### src/rtl/orbit_camera_position_core_macros.svh
// orbit_camera_position_core_macros.svh: assertion macros for the orbit camera core.
// Depends on nothing; included by the top level, which holds the assertions.
`ifndef ORBIT_CAMERA_POSITION_CORE_MACROS_SVH
`define ORBIT_CAMERA_POSITION_CORE_MACROS_SVH

// Condition in this cycle implies the property in the same cycle.
`define OCP_ASSERT_IMP(label, clk, rst_n, cond, prop, msg) \
    label: assert property (@(posedge clk) disable iff (!rst_n) (cond) |-> (prop)) \
        else $error(msg);

// Condition in this cycle implies the property in the next cycle.
`define OCP_ASSERT_NXT(label, clk, rst_n, cond, prop, msg) \
    label: assert property (@(posedge clk) disable iff (!rst_n) (cond) |=> (prop)) \
        else $error(msg);

`endif

### src/rtl/ocp_pkg.sv
// ocp_pkg: widths, constants, types and the arctangent table of the orbit camera core.
// Used by the CORDIC cell, the CORDIC row and the top level; depends on nothing.
package ocp_pkg;

    localparam int ANGLE_W    = 18;
    localparam int XY_W       = 32;
    localparam int Z_W        = 26;
    localparam int POS_W      = 25;
    localparam int ZOOM_W     = 16;
    localparam int YAW_W      = 17;
    localparam int PITCH_W    = 16;
    localparam int MOVE_W     = 16;
    localparam int DIR_W      = 2;
    localparam int RADIUS_W   = 24;
    localparam int GAIN_W     = 16;
    localparam int TURN_W     = MOVE_W + GAIN_W + 1;
    localparam int ACC_W      = 25;
    localparam int PROD_W     = 2 * XY_W;
    localparam int RND_W      = PROD_W - 30;
    localparam int CFG_IDX_W  = 3;
    localparam int CFG_DATA_W = 24;
    localparam int ATAN_DEPTH = 24;

    localparam logic [CFG_IDX_W-1:0] CFG_ORBIT_RADIUS = 3'd0;
    localparam logic [CFG_IDX_W-1:0] CFG_TURN_GAIN    = 3'd1;
    localparam logic [CFG_IDX_W-1:0] CFG_ZOOM_STEP    = 3'd2;
    localparam logic [CFG_IDX_W-1:0] CFG_START_YAW    = 3'd3;
    localparam logic [CFG_IDX_W-1:0] CFG_START_PITCH  = 3'd4;
    localparam logic [CFG_IDX_W-1:0] CFG_START_ZOOM   = 3'd5;

    localparam logic CMD_MOTION = 1'b0;
    localparam logic CMD_SCROLL = 1'b1;
    localparam logic TAG_PITCH  = 1'b0;
    localparam logic TAG_YAW    = 1'b1;

    localparam logic signed [ANGLE_W-1:0] FULL_TURN_A     = 18'sd92160;
    localparam logic signed [ANGLE_W-1:0] HALF_TURN_A     = 18'sd46080;
    localparam logic signed [ANGLE_W-1:0] QUARTER_TURN_A  = 18'sd23040;
    localparam logic signed [ANGLE_W-1:0] THREE_QUARTER_A = 18'sd69120;

    localparam logic [YAW_W-1:0]  YAW_TURN  = 17'd92160;
    localparam logic [ACC_W-1:0]  WRAP_TURN = 25'd92160;
    localparam logic [ACC_W-1:0]  WRAP_BIAS = 25'd8478720;

    localparam logic signed [PITCH_W-1:0] PITCH_LIMIT   = 16'sd22784;
    localparam logic signed [ACC_W-1:0]   PITCH_LIMIT_W = 25'sd22784;

    localparam logic signed [XY_W-1:0]  CORDIC_START = 32'sd652032874;
    localparam logic signed [RND_W-1:0] POS_MAX_W    = 34'sd16777215;
    localparam logic signed [POS_W-1:0] POS_MAX      = 25'sd16777215;
    localparam logic [ZOOM_W-1:0]       ZOOM_MAX     = 16'hFFFF;

    localparam logic signed [Z_W-1:0] ATAN_TABLE [ATAN_DEPTH] = '{
        26'sd2949120, 26'sd1740967, 26'sd919879, 26'sd466945,
        26'sd234379,  26'sd117304,  26'sd58666,  26'sd29335,
        26'sd14668,   26'sd7334,    26'sd3667,   26'sd1833,
        26'sd917,     26'sd458,     26'sd229,    26'sd115,
        26'sd57,      26'sd29,      26'sd14,     26'sd7,
        26'sd4,       26'sd2,       26'sd1,      26'sd0
    };

    typedef enum logic [2:0] {
        S_IDLE,
        S_TURN,
        S_ADD,
        S_WRAP,
        S_TRIG,
        S_MUL,
        S_DONE
    } t_state;

    typedef struct packed {
        logic                   vld;
        logic                   tag;
        logic                   flip;
        logic signed [XY_W-1:0] x;
        logic signed [XY_W-1:0] y;
        logic signed [Z_W-1:0]  z;
    } t_cordic_pkt;

    typedef struct packed {
        logic                   vld;
        logic                   tag;
        logic signed [XY_W-1:0] cos_v;
        logic signed [XY_W-1:0] sin_v;
    } t_trig_res;

endpackage

### src/rtl/ocp_cordic_cell.sv
// ocp_cordic_cell: one registered rotation step of the CORDIC row.
// Depends on ocp_pkg for the packet type and the arctangent table.
module ocp_cordic_cell #(
    parameter int STEP = 0
) (
    input  logic                 i_clk,
    input  logic                 i_rst_n,
    input  ocp_pkg::t_cordic_pkt i_pkt,
    output ocp_pkg::t_cordic_pkt o_pkt
);
    import ocp_pkg::*;

    logic signed [XY_W-1:0] w_dx;
    logic signed [XY_W-1:0] w_dy;
    logic signed [Z_W-1:0]  w_da;
    logic                   r_vld;
    logic                   r_tag;
    logic                   r_flip;
    logic signed [XY_W-1:0] r_x;
    logic signed [XY_W-1:0] r_y;
    logic signed [Z_W-1:0]  r_z;

    assign w_dx = i_pkt.y >>> STEP;
    assign w_dy = i_pkt.x >>> STEP;
    assign w_da = ATAN_TABLE[STEP];

    always_ff @(posedge i_clk) begin
        if (!i_rst_n) begin
            r_vld <= 1'b0;
        end else begin
            r_vld <= i_pkt.vld;
        end
    end

    always_ff @(posedge i_clk) begin
        r_tag  <= i_pkt.tag;
        r_flip <= i_pkt.flip;
        if (!i_pkt.z[Z_W-1]) begin
            r_x <= i_pkt.x - w_dx;
            r_y <= i_pkt.y + w_dy;
            r_z <= i_pkt.z - w_da;
        end else begin
            r_x <= i_pkt.x + w_dx;
            r_y <= i_pkt.y - w_dy;
            r_z <= i_pkt.z + w_da;
        end
    end

    always_comb begin
        o_pkt      = '0;
        o_pkt.vld  = r_vld;
        o_pkt.tag  = r_tag;
        o_pkt.flip = r_flip;
        o_pkt.x    = r_x;
        o_pkt.y    = r_y;
        o_pkt.z    = r_z;
    end

endmodule

### src/rtl/ocp_cordic_row.sv
// ocp_cordic_row: quadrant folding stage followed by a chain of CORDIC cells.
// Depends on ocp_pkg and ocp_cordic_cell.
module ocp_cordic_row #(
    parameter int TRIG_STEPS = 16
) (
    input  logic                                 i_clk,
    input  logic                                 i_rst_n,
    input  logic                                 i_vld,
    input  logic                                 i_tag,
    input  logic signed [ocp_pkg::ANGLE_W-1:0]   i_angle,
    output ocp_pkg::t_trig_res                   o_res
);
    import ocp_pkg::*;

    logic signed [ANGLE_W-1:0] w_red;
    logic                      w_flip;
    logic                      r_vld;
    logic                      r_tag;
    logic                      r_flip;
    logic signed [Z_W-1:0]     r_z;
    t_cordic_pkt               w_pkt [TRIG_STEPS+1];

    always_comb begin
        w_red  = i_angle;
        w_flip = 1'b0;
        if (i_angle > THREE_QUARTER_A) begin
            w_red = i_angle - FULL_TURN_A;
        end else if (i_angle > QUARTER_TURN_A) begin
            w_red  = i_angle - HALF_TURN_A;
            w_flip = 1'b1;
        end
    end

    always_ff @(posedge i_clk) begin
        if (!i_rst_n) begin
            r_vld <= 1'b0;
        end else begin
            r_vld <= i_vld;
        end
    end

    always_ff @(posedge i_clk) begin
        r_tag  <= i_tag;
        r_flip <= w_flip;
        r_z    <= {w_red, 8'd0};
    end

    always_comb begin
        w_pkt[0]      = '0;
        w_pkt[0].vld  = r_vld;
        w_pkt[0].tag  = r_tag;
        w_pkt[0].flip = r_flip;
        w_pkt[0].x    = CORDIC_START;
        w_pkt[0].y    = '0;
        w_pkt[0].z    = r_z;
    end

    for (genvar k = 0; k < TRIG_STEPS; k++) begin : g_cell
        ocp_cordic_cell #(
            .STEP(k)
        ) u_cell (
            .i_clk  (i_clk),
            .i_rst_n(i_rst_n),
            .i_pkt  (w_pkt[k]),
            .o_pkt  (w_pkt[k+1])
        );
    end

    always_comb begin
        o_res       = '0;
        o_res.vld   = w_pkt[TRIG_STEPS].vld;
        o_res.tag   = w_pkt[TRIG_STEPS].tag;
        o_res.cos_v = w_pkt[TRIG_STEPS].flip ? -w_pkt[TRIG_STEPS].x : w_pkt[TRIG_STEPS].x;
        o_res.sin_v = w_pkt[TRIG_STEPS].flip ? -w_pkt[TRIG_STEPS].y : w_pkt[TRIG_STEPS].y;
    end

endmodule

### config.mk
export PLATFORM = sky130hd
export DESIGN_NAME = ocp_cordic_row
export DESIGN_NICKNAME = d
export VERILOG_FILES = /design/src/rtl/orbit_camera_position_core_macros.svh /design/src/rtl/ocp_pkg.sv /design/src/rtl/ocp_cordic_cell.sv /design/src/rtl/ocp_cordic_row.sv
export SDC_FILE = /design/constraint.sdc
export NUM_CORES = 2
export LEC_CHECK = 0
export BUFFER_PORTS_ARGS = -buffer_cell sky130_fd_sc_hd__buf_4
export CORE_ASPECT_RATIO = 1.4
export CORE_UTILIZATION = 55
export CTS_CLUSTER_SIZE = 16
export DETAILED_ROUTE_END_ITERATION = 16
export GPL_ROUTABILITY_DRIVEN = 0
export GPL_TIMING_DRIVEN = 1
export PLACE_DENSITY_LB_ADDON = 0.25
export SYNTH_ARGS = -nofsm -noshare
export SYNTH_HDL_FRONTEND = slang
export SYNTH_SLANG_ARGS = --single-unit
### constraint.sdc
create_clock -name i_clk -period 4.03 [get_ports i_clk]
set_input_delay 0.806 -clock i_clk [delete_from_list [all_inputs] [get_ports i_clk]]
set_output_delay 0.806 -clock i_clk [all_outputs]
set_load 0.005 [all_outputs]
Yosys cells after proc, flatten, opt, wreduce, memory -nomap -nowiden:

Index checks and enable logic that the tools add are counted.

* register bits after elaboration: 1451
* input port bits: 22
* output and inout port bits: 66
* logic and storage cells: 245

* add/sub/neg operators: 94
* magnitude comparators: 2
* multiplexer cells: 51

Operator list (count)
* $mux W32: 33
* $mux W26: 15
* $add A32 B17 Y32: 2
* $add A32 B18 Y32: 2
* $add A32 B19 Y32: 2
* $add A32 B20 Y32: 2
* $add A32 B21 Y32: 2
* $add A32 B22 Y32: 2
* $add A32 B23 Y32: 2
* $add A32 B24 Y32: 2
* $add A32 B25 Y32: 2
* $add A32 B26 Y32: 2
* $add A32 B27 Y32: 2
* $add A32 B28 Y32: 2
* $add A32 B29 Y32: 2
* $add A32 B30 Y32: 2
* $neg A32 Y32: 2
* $sub A32 B17 Y32: 2
* $sub A32 B18 Y32: 2
* $sub A32 B19 Y32: 2
* $sub A32 B20 Y32: 2
* $sub A32 B21 Y32: 2
* $sub A32 B22 Y32: 2
* $sub A32 B23 Y32: 2
* 47 further kinds: 55

Logic depth before layout (Yosys ltp):

* depth after elaboration: 3
* depth in mapped cells: 21
* gate-level depth less buffers: 21

Cells and area by module:

From an unflattened synthesis, not the netlist that was laid out.

* cells, all modules: 14402
* area total of the unflattened synthesis: 120912.2 µm²

By module, submodules not included
* ocp_cordic_cell at g_cell[1].u_cell: instances 1, cells an instance 977, area each 7880.1 µm², seq. area each 1861.8 µm²
* ocp_cordic_cell at g_cell[2].u_cell: instances 1, cells an instance 925, area each 7678.6 µm², seq. area each 1861.8 µm²
* ocp_cordic_cell at g_cell[0].u_cell: instances 1, cells an instance 953, area each 7648.6 µm², seq. area each 1841.8 µm²
* ocp_cordic_cell at g_cell[15].u_cell: instances 1, cells an instance 893, area each 7500.9 µm², seq. area each 1861.8 µm²
* ocp_cordic_cell at g_cell[7].u_cell: instances 1, cells an instance 885, area each 7487.2 µm², seq. area each 1861.8 µm²
* ocp_cordic_cell at g_cell[3].u_cell: instances 1, cells an instance 890, area each 7455.9 µm², seq. area each 1861.8 µm²
* ocp_cordic_cell at g_cell[4].u_cell: instances 1, cells an instance 882, area each 7428.4 µm², seq. area each 1861.8 µm²
* ocp_cordic_cell at g_cell[5].u_cell: instances 1, cells an instance 882, area each 7418.4 µm², seq. area each 1861.8 µm²
* ocp_cordic_cell at g_cell[6].u_cell: instances 1, cells an instance 878, area each 7374.6 µm², seq. area each 1861.8 µm²
* ocp_cordic_cell at g_cell[10].u_cell: instances 1, cells an instance 841, area each 7340.8 µm², seq. area each 1861.8 µm²
* ocp_cordic_cell at g_cell[9].u_cell: instances 1, cells an instance 878, area each 7314.5 µm², seq. area each 1861.8 µm²
* ocp_cordic_cell at g_cell[13].u_cell: instances 1, cells an instance 873, area each 7309.5 µm², seq. area each 1861.8 µm²
* ocp_cordic_cell at g_cell[8].u_cell: instances 1, cells an instance 859, area each 7287.0 µm², seq. area each 1861.8 µm²
* ocp_cordic_cell at g_cell[12].u_cell: instances 1, cells an instance 846, area each 7262.0 µm², seq. area each 1861.8 µm²
* 3 more rows

Worst setup path before layout:

No wires, ideal clock.

* path kind: flip-flop to flip-flop
* start point: register g_cell[14].u_cell.r_x[16]
* end point: register g_cell[15].u_cell.r_y[31]
* setup time: 0.123 ns
* data arrival time: 4.005 ns
* data required time: 3.907 ns
* slack: -0.097 ns
* stages on the path, launching flop included: 20
* path buffers: 0
* clock period less this slack: 4.127 ns
* cell sequence: dfxtp_1 -> inv_1 -> ha_1 -> nand2b_1 -> or4_1 -> nor2_1 -> nand3b_1 -> nor3b_1 -> nor3_1 -> a21oi_1 -> ha_1 -> a2111oi_0 -> a21oi_1 -> a31o_2 -> a41oi_1 -> o21ai_0 -> o31a_1 -> a2111oi_0 -> o21ai_0 -> nor3b_1

* word-level cells in the longest chain between the ends: 2
* elaborated cells on any way between the ends: 3
* those cells by class: 2 x add/sub; 1 x mux

Ends and longest elaborated chain
* from (decl): line ocp_cordic_cell.sv:19 `logic signed [XY_W-1:0] r_x;`
* from (signal assigned): line ocp_cordic_cell.sv:39 `r_x <= i_pkt.x - w_dx;`
* from (signal assigned): line ocp_cordic_cell.sv:43 `r_x <= i_pkt.x + w_dx;`
* $add A32 B17 Y32 or $sub A32 B17 Y32 (tied branches): line ocp_cordic_cell.sv:40, ocp_cordic_cell.sv:44
* $mux W32 (*): line ocp_cordic_cell.sv:38 `if (!i_pkt.z[Z_W-1]) begin`
* to (signal assigned): line ocp_cordic_cell.sv:40 `r_y <= i_pkt.y + w_dy;`
* to (signal assigned): line ocp_cordic_cell.sv:44 `r_y <= i_pkt.y - w_dy;`
* to (decl): line ocp_cordic_cell.sv:20 `logic signed [XY_W-1:0] r_y;`

Mark *: on every way between the ends. The rest lies on a longest branch, timed or not.
A chain may end at the register's enable or synchronous reset.

==> out/qor.log <==
[synth] share of async-settable or async-resettable flops after synthesis 0%
[drt] Remaining DRCs 0
[sta] top achievable clock speed 204.4 MHz
[drt] wire length per cell after detailed routing 18.95 µm
[global_route] pin count of the biggest net entering global routing 54
[sta] number of endpoints failing setup at the final stage 38
[setup_path] slack of the worst reg-to-reg path -230 ps
[floorplanning] vertical die dimension 508.3 µm
[setup_path] cell chain of the critical path inv_2 -> ha_4 -> nand2_2 -> or3_1 -> or2_1 -> or3_4 -> or3_4 -> or3_4 -> or4_4 -> o41ai_4 -> xnor2_1 -> buf_4
[final_layout] top library cells by usage in the layout, fill and taps aside sky130_fd_sc_hd__ha_1, sky130_fd_sc_hd__dfxtp_1, sky130_fd_sc_hd__buf_4
[sta] RSZ-0062 raised after global routing true
[sta] Hold Vio Cnt, Final 0
[synth] post-synthesis sequential element count 1,348
[drt] via count of the routed design 93,310
[drt] Pre-antenna DRT Iters 8
[run_status] failing checks setup timing
[synth] post-synth net total 13,310
[clock_network] H-tree lvl count 4
[synth] number of unique standard cell types used by synthesis 91
[final_layout] leading cell type in the layout, fill and taps excluded sky130_fd_sc_hd__ha_1
[setup_path] element type at the critical path start flip-flop
[clock_network] clock sink count 1,348
[synth] synth warn 0
[sta] actual slew at the worst max-slew pin 1082 ps
[setup_path] type of the worst setup path flip-flop to primary output
[clock_network] Root Buffer Master sky130_fd_sc_hd__clkbuf_16
[drt] number of DRC markers in iteration 0 5,907
[final_layout] number of nets in the layout 14,600
[floorplanning] top-level port count 88
[floorplanning] horizontal die dimension 363.6 µm
[sta] final worst clock skew 29.52 ps
[drt] ANT nets after route 0
[floorplanning] Die Area 184,800 µm²
[min_path] type of the most critical hold path input pin to flip-flop
[drt] total wire length after detailed routing 298,400 µm
[global_route] All-Layer GR Usage 30.71%
[synth] cells after synthesis 11,900
[placed_design] DP Wirelength 231,900 µm
[final_layout] fin area 122,300 µm²
[sta] minimum clock period 4893 ps
[setup_path] crit-path max FO 4
[clock_network] deepest clock path buffer count 3
[setup_path] worst path required time 3220 ps
[setup_path] highest cell delay on the worst timing path 480 ps
[final_layout] share of cells above drive strength 1 18.04%
[final_layout] Filler Cells Inserted 14,280
[clock_network] TritonCTS clock tree yes
[synth] cell types occupying the most area after synthesis sky130_fd_sc_hd__dfxtp_1, sky130_fd_sc_hd__ha_1, sky130_fd_sc_hd__xnor2_1
[floorplanning] Core Box Area 181,700 µm²
[global_route] global-route wire length before repair 463,200 µm
[global_route] vias in the first global route 92,340
[floorplanning] row cnt 185
[placed_design] placed cell area 112,100 µm²
[final_layout] Layout area overhead 21.46%
[setup_path] WP data arrival 4090 ps
[drt] via-per-instance ratio 5.926
[placed_design] total of buffers placed on input and output ports 87
[sta] part of the cycle the worst path needs 121.4%
[global_route] initial antenna violation count 5
[synth] share of synthesized area occupied by flip-flops and latches 26.80%
[setup_path] capturing element type of the critical path primary output
[clock_network] clock transition at the registers of the reported paths 60 ps
[clock_network] CTS buffer count 144
[synth] Top FF cell, synth sky130_fd_sc_hd__dfxtp_1
[setup_path] cell with the most instances on the worst path sky130_fd_sc_hd__or3_4
[sta] post-route worst setup slack -863.1 ps
[synth] fraction of synthesized cell area taken by the top area cell type 26.80%
[job] Max-cap violations 0
[synth] post-synthesis area per instance 8.460 µm²
[run_status] status finished with violations
[clock_network] count of hold-fix buffers inserted at cts 0
[sta] Final Max Tran Viols 0
[synth] Cell Area, Synth 100,700 µm²
[floorplanning] effective utilization at floorplan 55.42%
[sta] relative slew slack 27.41%
[clock_network] clk_lat worst skew 830 ps
[synth] biggest area consumer among synthesized cells sky130_fd_sc_hd__dfxtp_1
[setup_path] Critical-path top delay cell sky130_fd_sc_hd__or4_4
[global_route] leftover overflow at the end of global routing 0
[synth] Post-synth EDFFs 0
[sta] post-route setup TNS -13,350 ps
[final_layout] end-of-flow core utilization 67.31%
## layer usage
layer  vias up  global-route usage, %  wire, µm
met5         -                      0        26
met4         4                  25.13     27290
li1      45430                      -         -
met3      1196                  4.848     14930
met2      2949                  54.84    145900
met1     43730                  31.57    110200
## path summary, 6_finish.rpt
check	startpoint	end	cells past startpoint
hold / removal	i_tag	r_tag	1
setup reg to reg	g_cell[7].u_cell.r_x[14]	g_cell[8].u_cell.r_y[30]	18
hold reg to reg	g_cell[3].u_cell.r_tag	g_cell[4].u_cell.r_tag	0
setup / recovery	g_cell[15].u_cell.r_x[1]	o_res[58]	12
## metrics by stage
step / std cells / hold slack [ps] / worst slack (ps)
global placement: 15340 / 311.1 / -554.9
global route: 15740 / 65.17 / -1021
CTS: 15650 / 43.89 / -889.6
detailed placement: 15340 / 312.8 / -413.1
finish: 15750 / 96.20 / -863.1
floorplan: 11900 / 309.6 / -44.80
## registers in the layout, summed over array words and instances (netlist names), 16 cells and up
signal,count
g_cell.u_cell.r_flip,16
g_cell.u_cell.r_tag,16
g_cell.u_cell.r_y,481
g_cell.u_cell.r_vld,16
g_cell.u_cell.r_z,338
r_z,18
g_cell.u_cell.r_x,460
## logic make-up (layout without fill, tap and decap cells)
group | after synthesis | after routing | share of synthesized area [%]
flip-flops | 1348 | 1348 | 26.80
buffers and inverters | 721 | 2124 | 2.718
multiplexers | 101 | 101 | 1.081
XOR/XNOR | 1664 | 1664 | 14.47
other | 1 | 10 | 0.003724
adder cells (fa/ha/maj) | 1382 | 1382 | 17.48
AO/OA/AOI/OAI | 3524 | 3524 | 22.01
AND/OR/NAND/NOR | 3161 | 3161 | 15.43
## synth_stat cells, drive strengths merged (28+ instances only)
library cell,instances
xnor2,1094
a21oi,1290
or3,105
a2111oi,28
and3,118
nand3,192
o31a,28
buf,42
a21o,526
o21ai,568
a21boi,42
o41ai,34
nor4,80
o2111ai,31
nor2b,160
a211oi,127
nand2b,162
nor2,1005
nor3b,38
xor2,570
a31oi,145
ha,1341
and4,35
nand3b,30
mux2i,39
fa,41
mux2,62
dfxtp,1348
a221oi,34
nor3,355
or4,43
or2,42
o211ai,55
nand2,577
and2,91
o21a,174
o21bai,150
nand4,75
inv,530
clkbuf,148
o31ai,69
## area by class of cell
class,instances,area [µm²],area share (%)
sequential,1348,27060,22.13
tap,2431,3042,2.487
inverter,531,1994,1.631
multi-input combinational,9833,74940,61.28
clock inverter,75,989.7,0.8092
clock buffer,183,3981,3.255
antenna,9,22.52,0.01842
timing repair buffer,1335,10270,8.396
## critical path: cells and delay by family (launching register included)
family                   cells  cell delay [ps]
AO/OA/AOI/OAI                1              250
adder cells (fa/ha/maj)      1              130
AND/OR/NAND/NOR              7             2220
XOR/XNOR                     1              150
flip-flops                   1              320
buffers and inverters        2              190
## repair_timing
| action | 4_1_cts | 5_1_grt |
|---|---|---|
| setup endpoints to repair | 120 | 247 |
| setup buffers | 54 | 111 |
| gates resized for setup | 253 | 679 |
| gates cloned | 0 | 0 |
| pin swaps | 119 | 386 |
Power is left out: the tool's default activity adds up to more than one toggle a clock period on the data nets, which glitch-free logic cannot reach.
